<file path="src/rtl/core/smrc_pkg.sv">
// shared types and constants of the shadow memory region controller
package smrc_pkg;

    localparam logic [7:0] ADDR_FIRST = 8'h22;
    localparam logic [7:0] ADDR_LAST  = 8'h2e;

    localparam int NUM_REGS = 7;
    localparam int NUM_SEGS = 16;

    localparam logic [2:0] SLOT_MC    = 3'd0;
    localparam logic [2:0] SLOT_CMP0  = 3'd1;
    localparam logic [2:0] SLOT_CMP1  = 3'd2;
    localparam logic [2:0] SLOT_RC    = 3'd3;
    localparam logic [2:0] SLOT_GRAN  = 3'd5;
    localparam logic [2:0] SLOT_GSEG  = 3'd6;

    localparam logic [15:0] RC_RESET = 16'h00f9;

    localparam logic [9:0] CMP_SIZE_SMALL = 10'd128;
    localparam logic [9:0] CMP_SIZE_LARGE = 10'd256;

    // granular segment index of the rom base 0xe0000 / 0xf0000, counted from 0xc0000
    localparam logic [2:0] ROM_IDX_E = 3'd4;
    localparam logic [2:0] ROM_IDX_F = 3'd6;

    localparam int IN_TDATA_W  = 24;
    localparam int OUT_TDATA_W = 64;

    typedef enum logic [1:0]
    {
        SEG_EXT = 2'd0,
        SEG_RW  = 2'd1,
        SEG_RO  = 2'd2
    } seg_attr_t;

    typedef struct packed
    {
        logic        mode;
        logic [7:0]  reg_addr;
        logic [15:0] write_data;
    } item_t;

    typedef struct packed
    {
        logic        locked;
        logic        shadow_write;
        logic        shadow_read;
        logic [9:0]  remap_kb;
        logic [31:0] region_map;
        logic [15:0] read_data;
    } result_t;

endpackage

</file>
<file path="src/rtl/core/smrc_regs.sv">
// port registers, region map state and per-access decode
module smrc_regs
(
    input  logic             clk,
    input  logic             rst_n,
    input  logic             fire,
    input  smrc_pkg::item_t  item,
    output smrc_pkg::result_t result
);

    logic [15:0]          regs_reg [smrc_pkg::NUM_REGS];
    logic [15:0]          regs_next [smrc_pkg::NUM_REGS];
    smrc_pkg::seg_attr_t  seg_reg [smrc_pkg::NUM_SEGS];
    smrc_pkg::seg_attr_t  seg_next [smrc_pkg::NUM_SEGS];
    logic                 lock_reg, lock_next;
    logic [9:0]           remap_reg, remap_next;
    logic                 shrd_reg, shrd_next;
    logic                 shwr_reg, shwr_next;

    logic                 decoded;
    logic [7:0]           addr_ofs;
    logic [2:0]           slot;
    logic                 is_write;

    function automatic logic [9:0] compare_size(input logic [15:0] r);
        logic [9:0] sz;
        sz = '0;
        if (r[0])
        begin
            sz = r[1] ? smrc_pkg::CMP_SIZE_SMALL : smrc_pkg::CMP_SIZE_LARGE;
        end
        return sz;
    endfunction

    assign decoded  = (item.reg_addr >= smrc_pkg::ADDR_FIRST) &&
                      (item.reg_addr <= smrc_pkg::ADDR_LAST) && !item.reg_addr[0];
    assign addr_ofs = item.reg_addr - smrc_pkg::ADDR_FIRST;
    assign slot     = addr_ofs[3:1];
    assign is_write = fire && item.mode;

    always_comb
    begin
        logic [15:0]         mc;
        logic [15:0]         g;
        logic                gran;
        smrc_pkg::seg_attr_t enabled;
        smrc_pkg::seg_attr_t attr;
        logic [2:0]          rom_idx;

        regs_next  = regs_reg;
        seg_next   = seg_reg;
        lock_next  = lock_reg;
        remap_next = remap_reg;
        shrd_next  = shrd_reg;
        shwr_next  = shwr_reg;
        attr       = smrc_pkg::SEG_EXT;

        if (is_write && decoded)
        begin
            regs_next[slot] = item.write_data;
        end

        mc      = regs_next[smrc_pkg::SLOT_MC];
        g       = regs_next[smrc_pkg::SLOT_GSEG];
        gran    = regs_next[smrc_pkg::SLOT_GRAN][0];
        enabled = mc[15] ? smrc_pkg::SEG_RO : smrc_pkg::SEG_RW;
        rom_idx = mc[8] ? smrc_pkg::ROM_IDX_E : smrc_pkg::ROM_IDX_F;

        // region effects only while unlocked, from the state before this beat
        if (is_write && decoded && !lock_reg)
        begin
            unique case (slot)
                smrc_pkg::SLOT_MC:
                begin
                    if (!gran)
                    begin
                        shrd_next = mc[0];
                        shwr_next = mc[0];
                        for (int k = 0; k < 4; k++)
                        begin
                            seg_next[k] = mc[3] ? smrc_pkg::SEG_RW : smrc_pkg::SEG_EXT;
                            if (!mc[10])
                            begin
                                seg_next[k + 4] = smrc_pkg::SEG_EXT;
                            end
                            else
                            begin
                                seg_next[k + 4] = mc[11] ? smrc_pkg::SEG_RW
                                                         : smrc_pkg::SEG_RO;
                            end
                            seg_next[k + 8]  = mc[9] ? enabled : smrc_pkg::SEG_EXT;
                            seg_next[k + 12] = mc[0] ? enabled : smrc_pkg::SEG_EXT;
                        end
                    end
                end
                smrc_pkg::SLOT_CMP0, smrc_pkg::SLOT_CMP1:
                begin
                    remap_next = compare_size(regs_next[smrc_pkg::SLOT_CMP0]) +
                                 compare_size(regs_next[smrc_pkg::SLOT_CMP1]);
                end
                smrc_pkg::SLOT_GSEG:
                begin
                    if (gran)
                    begin
                        for (int i = 0; i < 8; i++)
                        begin
                            if (!g[i + 8])
                            begin
                                attr = smrc_pkg::SEG_EXT;
                            end
                            else
                            begin
                                attr = g[i] ? smrc_pkg::SEG_RO : smrc_pkg::SEG_RW;
                            end
                            seg_next[i + 8] = attr;
                        end
                        shrd_next = g[{1'b1, rom_idx}];
                        shwr_next = g[{1'b0, rom_idx}];
                    end
                end
                default:
                begin
                end
            endcase
        end

        if (is_write)
        begin
            lock_next = mc[15];
        end
    end

    always_ff @(posedge clk or negedge rst_n)
    begin
        if (!rst_n)
        begin
            for (int k = 0; k < smrc_pkg::NUM_REGS; k++)
            begin
                regs_reg[k] <= '0;
            end
            regs_reg[smrc_pkg::SLOT_RC] <= smrc_pkg::RC_RESET;
            for (int k = 0; k < smrc_pkg::NUM_SEGS; k++)
            begin
                seg_reg[k] <= smrc_pkg::SEG_EXT;
            end
            lock_reg  <= 1'b0;
            remap_reg <= '0;
            shrd_reg  <= 1'b0;
            shwr_reg  <= 1'b0;
        end
        else if (fire)
        begin
            regs_reg  <= regs_next;
            seg_reg   <= seg_next;
            lock_reg  <= lock_next;
            remap_reg <= remap_next;
            shrd_reg  <= shrd_next;
            shwr_reg  <= shwr_next;
        end
    end

    always_comb
    begin
        result = '0;
        if (!item.mode && decoded)
        begin
            result.read_data = regs_reg[slot];
        end
        for (int k = 0; k < smrc_pkg::NUM_SEGS; k++)
        begin
            result.region_map[2*k +: 2] = seg_next[k];
        end
        result.remap_kb     = remap_next;
        result.shadow_read  = shrd_next;
        result.shadow_write = shwr_next;
        result.locked       = lock_next;
    end

endmodule

</file>
<file path="src/rtl/core/shadow_memory_region_controller.sv">
// top level: input register, access decode and result register
//
//  channel | dir | fields
//  s_*     | in  | tuser: mode; tdata: reg_addr, write_data
//  m_*     | out | tdata: read_data, region_map, remap_kb, shadow_read,
//          |     |        shadow_write, locked
//
// one beat per cycle while m_tready is high; a beat passes the input then the result register
// the register file and region map update as a beat leaves the input register
// rst_n clears both pipeline valids, the lock, the region map; registers to 0, RC to 0x00f9
// a stall on m_tready holds the result and lets one more beat wait in the input register
module shadow_memory_region_controller
(
    input  logic                                clk,
    input  logic                                rst_n,
    input  logic                                s_tvalid,
    output logic                                s_tready,
    input  logic [smrc_pkg::IN_TDATA_W-1:0]     s_tdata,  // reg_addr[7:0], write_data[23:8]
    input  logic                                s_tuser,  // mode
    output logic                                m_tvalid,
    input  logic                                m_tready,
    output logic [smrc_pkg::OUT_TDATA_W-1:0]    m_tdata   // read_data[15:0], region_map[47:16],
                                                          // remap_kb[57:48], shadow_read[58],
                                                          // shadow_write[59], locked[60]
);

    logic                in_valid_reg;
    smrc_pkg::item_t     in_item_reg;
    logic                out_valid_reg;
    smrc_pkg::result_t   out_data_reg;
    smrc_pkg::result_t   result;
    logic                advance;
    logic                s_fire;

    assign advance  = in_valid_reg && (!out_valid_reg || m_tready);
    assign s_tready = !in_valid_reg || advance;
    assign s_fire   = s_tvalid && s_tready;

    smrc_regs u_regs
    (
        .clk    (clk),
        .rst_n  (rst_n),
        .fire   (advance),
        .item   (in_item_reg),
        .result (result)
    );

    always_ff @(posedge clk or negedge rst_n)
    begin
        if (!rst_n)
        begin
            in_valid_reg  <= 1'b0;
            out_valid_reg <= 1'b0;
        end
        else
        begin
            if (s_fire)
            begin
                in_valid_reg <= 1'b1;
            end
            else if (advance)
            begin
                in_valid_reg <= 1'b0;
            end

            if (advance)
            begin
                out_valid_reg <= 1'b1;
            end
            else if (m_tready)
            begin
                out_valid_reg <= 1'b0;
            end
        end
    end

    always_ff @(posedge clk)
    begin
        if (s_fire)
        begin
            in_item_reg.mode       <= s_tuser;
            in_item_reg.reg_addr   <= s_tdata[7:0];
            in_item_reg.write_data <= s_tdata[23:8];
        end
        if (advance)
        begin
            out_data_reg <= result;
        end
    end

    assign m_tvalid = out_valid_reg;
    assign m_tdata  = {{(smrc_pkg::OUT_TDATA_W - $bits(smrc_pkg::result_t)){1'b0}},
                       out_data_reg};

endmodule

</file>
<file path="config.mk">
export PLATFORM = sky130hd
export DESIGN_NAME = shadow_memory_region_controller
export DESIGN_NICKNAME = d
export VERILOG_FILES = /design/src/rtl/core/smrc_pkg.sv /design/src/rtl/core/smrc_regs.sv /design/src/rtl/core/shadow_memory_region_controller.sv
export SDC_FILE = /design/constraint.sdc
export NUM_CORES = 1
export LEC_CHECK = 0
export BUFFER_PORTS_ARGS = -buffer_cell sky130_fd_sc_hd__buf_2
export CAP_MARGIN = 20
export CORE_UTILIZATION = 45
export CTS_BUF_LIST = sky130_fd_sc_hd__clkbuf_16
export DETAILED_ROUTE_END_ITERATION = 8
export REMOVE_ABC_BUFFERS = 1
export SYNTH_ARGS = -nofsm -noshare
export SYNTH_HDL_FRONTEND = slang
export SYNTH_HIERARCHICAL = 1
export SYNTH_SLANG_ARGS = --single-unit
</file>
<file path="constraint.sdc">
create_clock -name clk -period 5.25 [get_ports clk]
set_input_delay 1.3125 -clock clk [delete_from_list [all_inputs] [get_ports clk]]
set_output_delay 1.3125 -clock clk [all_outputs]
set_load 0.02 [all_outputs]
</file>
Word-level counts from Yosys, hierarchy flattened
Cells that the tools add are included.
- flip-flop bits (word level): 245
- bits of input ports: 29
- output and inout port bits: 66
- order comparisons: 6
- bitwise operators: 1
- equality and inequality tests: 3
- add/subtract/negate cells: 2
- reduce and logical (&&, ||, !) cells: 21
- muxes and demuxes: 62
- operators by type and width (operator ; number):
    $bwmux W112 ; 1
    $mux W112 ; 1
    $mux W10 ; 8
    $mux W16 ; 5
    $mux W32 ; 2
    $bmux W16 S3 ; 1
    $demux W16 S3 ; 1
    $mux W2 ; 22
    $pmux W16 S2 ; 1
    $mux W9 ; 2
    $mux W1 ; 14
    $add A10 B10 Y10 ; 1
    $logic_and A1 B1 Y1 ; 9
    $ge A8 B6 Y1 const B ; 1
    $le A8 B6 Y1 const B ; 1
    $bmux W1 S3 ; 2
    $logic_not A1 Y1 ; 5
    $lt A3 B5 Y1 const B ; 1
    $lt A4 B5 Y1 const B ; 1
    $ge A4 B4 Y1 const B ; 1
    $lt A4 B1 Y1 const B ; 1
    $not A3 Y4 ; 1
    $pmux W1 S2 ; 2
    $reduce_bool A2 Y1 ; 2
    other kinds (8) ; 9

Logic depth before layout (Yosys ltp)
- word-level depth: 15
- gate-level depth with buffers: 13
- depth with buffers taken out: 10

Cells and area by module
Netlist, hierarchy kept.
- modules (own cells, without submodules) (module ; cells an instance ; times used ; area each (sq um)):
    smrc_regs ; 827 ; 1 ; 8140.3
    shadow_memory_region_controller ; 98 ; 1 ; 2712.6

Worst setup path before layout
OpenSTA, ideal clock, no wires.
- path type: in2reg
- start: input m_tready
- end: register out_data_reg (netlist bit m_tdata[56]), data pin
- stages: 11
- path slack: -297 ps
- data arrival time: 5285 ps
- buffers on the path: 2
- cell sequence: nand2b_1 and2_1 nand2_1 nor3_1 nand2_1 clkbuf_1 clkbuf_1 o21ai_0 ha_1 fa_1 mux2_1
- RTL lines (element ; line ; text):
    start: declaration ; shadow_memory_region_controller.sv:21 ; input logic m_tready,
    end signal: assignment ; shadow_memory_region_controller.sv:87 ; out_data_reg <= result;
    end: declaration ; shadow_memory_region_controller.sv:30 ; smrc_pkg::result_t out_data_reg;

==> summary.txt <==
Site Rows: 56
post-synth cell types: 69
Worst Path Buf+Inv: 1
Syn Std Cell Area: 0.0109 mm^2
VDD IR-drop max: 0.000232 V
IO Port Bufs: 91
status: finished, final reports clean
placed wire-length estimate: 16.4 mm
commonest non-fill, non-tap cell in the layout: dfrtp_1
Final Cell Area: 0.0125 mm^2
crit-path cells: inv_1 > ha_2 > nor2b_1 > mux2i_1 > nor4b_1 > nand2_1 > o32ai_1 > or3_1
worst setup path class: flip-flop to flip-flop
Worst-Margin Slew: 1.13 ns
Post-CTS Setup Bufs: 0
crit path max fanout: 37
FF+latch count, synth: 245
RePlAce Congestion: 0.861
max-cap violations: 0
Routed WL per cell: 19.6 um
via density per instance: 5.59
GR Util All Layers: 22.1%
vias in the first global route: 7301
Leak Pwr: 0.00584 uW
Worst path max stage delay: 0.97 ns
TritonCTS clock tree: built
Post-Place Cell Area: 0.0116 mm^2
DRC: 0
met3 wire len: 1.48 mm
critical path required time: 5.66 ns
Antenna Nets Post-Route: 0
share of layout cells above drive strength 1: 20.7%
placed cell count: 1295
post-route clock period utilization: 74.6%
core footprint: 0.0235 mm^2
detailed-route wire length: 26.4 mm
Max-Slew Margin vs Limit: 23.9%
Startpoint Class: flip-flop
Highest Signal Layer: met4
Final #Nets: 1041
CTS Buf Count: 27
Critical-path top delay cell: nor4b_1
Antenna diodes: 0
routed length on met1: 12.3 mm
Non-Filler Instances: 1346
number of gates resized after CTS: 0
Hold Vio Cnt, Final: 0
share of the core filled with cells: 53.0%
WP data arrival: 4.32 ns
first-pass GRT wire length: 41.6 mm
CTS Buffer Depth: 3
RSZ-0062 raised after global routing: false
pwr/cell area: 338 mW/mm^2
CTS H-tree depth: 1
Initial Util: 46.1%
Die Area: 0.0247 mm^2
synth warn: 6
Top FF cell, synth: dfrtp_1
clock skew: 0.0104 ns
Pwr Total: 4220 uW
Die H: 157 um
CTS root buf: clkbuf_16
Fmax achieved: 255 MHz
Die X: 157 um
final setup violation count: 0
Slew Viols, Final: 0
filler instances: 2135
register area share after synthesis: 60.5%
Num Clock Sinks: 245
Post-synth EDFFs: 86
Pre-Repair DR Iteration Count: 5
Post-CTS Hold Buffers: 0
Worst-Skew Late Latency: 0.54 ns
largest net degree at the start of global routing: 109
antenna violations before repair: 0
met2 routed WL: 12.0 mm
Mean Syn Cell Area: 11.7 um^2
vias: 7521
most frequent cells in the layout: dfrtp_1 (153), nand2_1 (130), buf_2 (90)
worst hold-check path type: flip-flop to flip-flop
Mapped Cells: 925
cell family with most CP delay: simple AND/OR/NAND/NOR gates
Clock transition at path regs: 0.06 ns
async set-or-reset flop fraction in the synthesized netlist: 64.9%
crit path capture type: flip-flop
min cycle time layout: 3.92 ns
Layout area overhead: 15.0%
I/O pins: 95
grt ovf: 0
DR iter-0 viols: 424
==> metal layers <==
| layer | up-vias | GRT usage (%) |
|---|---|---|
| met5 | - | 0 |
| met4 | 0 | 6.10 |
| met3 | 47 | 3.08 |
| met2 | 219 | 34.6 |
| met1 | 3743 | 32.2 |
| li1 | 3512 | - |
==> worst reg2reg max path, stage by stage, from the launching register on <==
cell and delay (ns):
edfxtp_1 0.42, inv_1 0.09, ha_2 0.88, nor2b_1 0.70, mux2i_1 0.27, nor4b_1 0.97, nand2_1 0.12, o32ai_1 0.19
or3_1 0.16
==> final cells by class <==
cell class                      instances  area [um^2]  share of cell area (%)
Timing Repair Buffer                  113          647                    5.18
Clock buffer                           27          676                    5.41
Tap cell                              319          399                    3.20
Clock inverter                         23          150                    1.20
Inverter                               24         90.1                   0.722
Multi-Input combinational cell        595         3950                    31.6
Sequential cell                       245         6570                    52.6
==> stage by stage <==
step / hold WS (ns) / TNS (ns) / setup slack [ns]
floorplan: 0.433 / -8.09 / -0.514
global placement: 0.451 / 0 / 1.35
detailed placement: 0.452 / 0 / 1.25
CTS: 0.466 / 0 / 1.44
global route: 0.490 / 0 / 1.11
finish: 0.464 / 0 / 1.33
==> cells by family after synthesis <==
| kind of cell | count (synthesis) | share of synthesized area (%) |
|---|---|---|
| AND/OR/NAND/NOR | 297 | 13.7 |
| flip-flops | 245 | 60.5 |
| AO/OA/AOI/OAI | 204 | 12.3 |
| buffers and inverters | 87 | 3.45 |
| multiplexers | 83 | 8.77 |
| adder cells (fa/ha/maj) | 6 | 0.761 |
| XOR/XNOR | 2 | 0.404 |
| other | 1 | 0.0346 |
==> path summary, 6_finish.rpt <==
check	startpoint	end	slack, ns	cells after the start
max reg2reg	in_item_reg[18]	m_tdata[36]	1.33	8
min in group asynchronous	rst_n	u_regs/remap_reg[5]	0.59	1
min reg2reg	u_regs/seg_reg[23]	u_regs/seg_reg[23]	0.46	2
max in group asynchronous	rst_n	asynchronous set/reset pin	3.51	3
min	u_regs/seg_reg[23]	u_regs/seg_reg[23]	0.46	2
max	in_item_reg[18]	m_tdata[36]	1.33	8
==> cell usage after synthesis (all sizes together) (5+ instances only) <==
| cell type | instances | area, um^2 |
|---|---|---|
| nand4 | 10 | 68.8 |
| ha | 5 | 62.6 |
| nand2 | 130 | 488 |
| buf | 22 | 129 |
| mux2 | 77 | 867 |
| dfstp | 6 | 158 |
| o31ai | 7 | 52.6 |
| a21oi | 32 | 160 |
| a311oi | 6 | 52.6 |
| edfxtp | 86 | 2580 |
| a21o | 8 | 60.1 |
| nand3 | 19 | 95.1 |
| dfrtp | 153 | 3830 |
| nor4 | 6 | 62.6 |
| clkbuf | 41 | 155 |
| o21a | 8 | 60.1 |
| a211o | 16 | 140 |
| nor3b | 5 | 42.5 |
| nor2b | 27 | 169 |
| a211oi | 17 | 128 |
| nand3b | 8 | 72.6 |
| nor3 | 17 | 96.4 |
| nand2b | 12 | 75.1 |
| nor2 | 38 | 148 |
| or3 | 12 | 75.1 |
| inv | 23 | 86.3 |
| o21ai | 59 | 295 |
| a31oi | 8 | 50.1 |
| o22ai | 15 | 93.8 |
==> power breakdown <==
| group | leakage, uW | internal (uW) | total (uW) | switching [uW] |
|---|---|---|---|---|
| Combinational | 0.00238 | 102 | 347 | 244 |
| Clock | 0.000439 | 1020 | 1770 | 744 |
| Sequential | 0.00303 | 2060 | 2110 | 48.6 |
| Total | 0.00584 | 3180 | 4220 | 1040 |
Note: power is estimated with default switching activity, not from simulation.
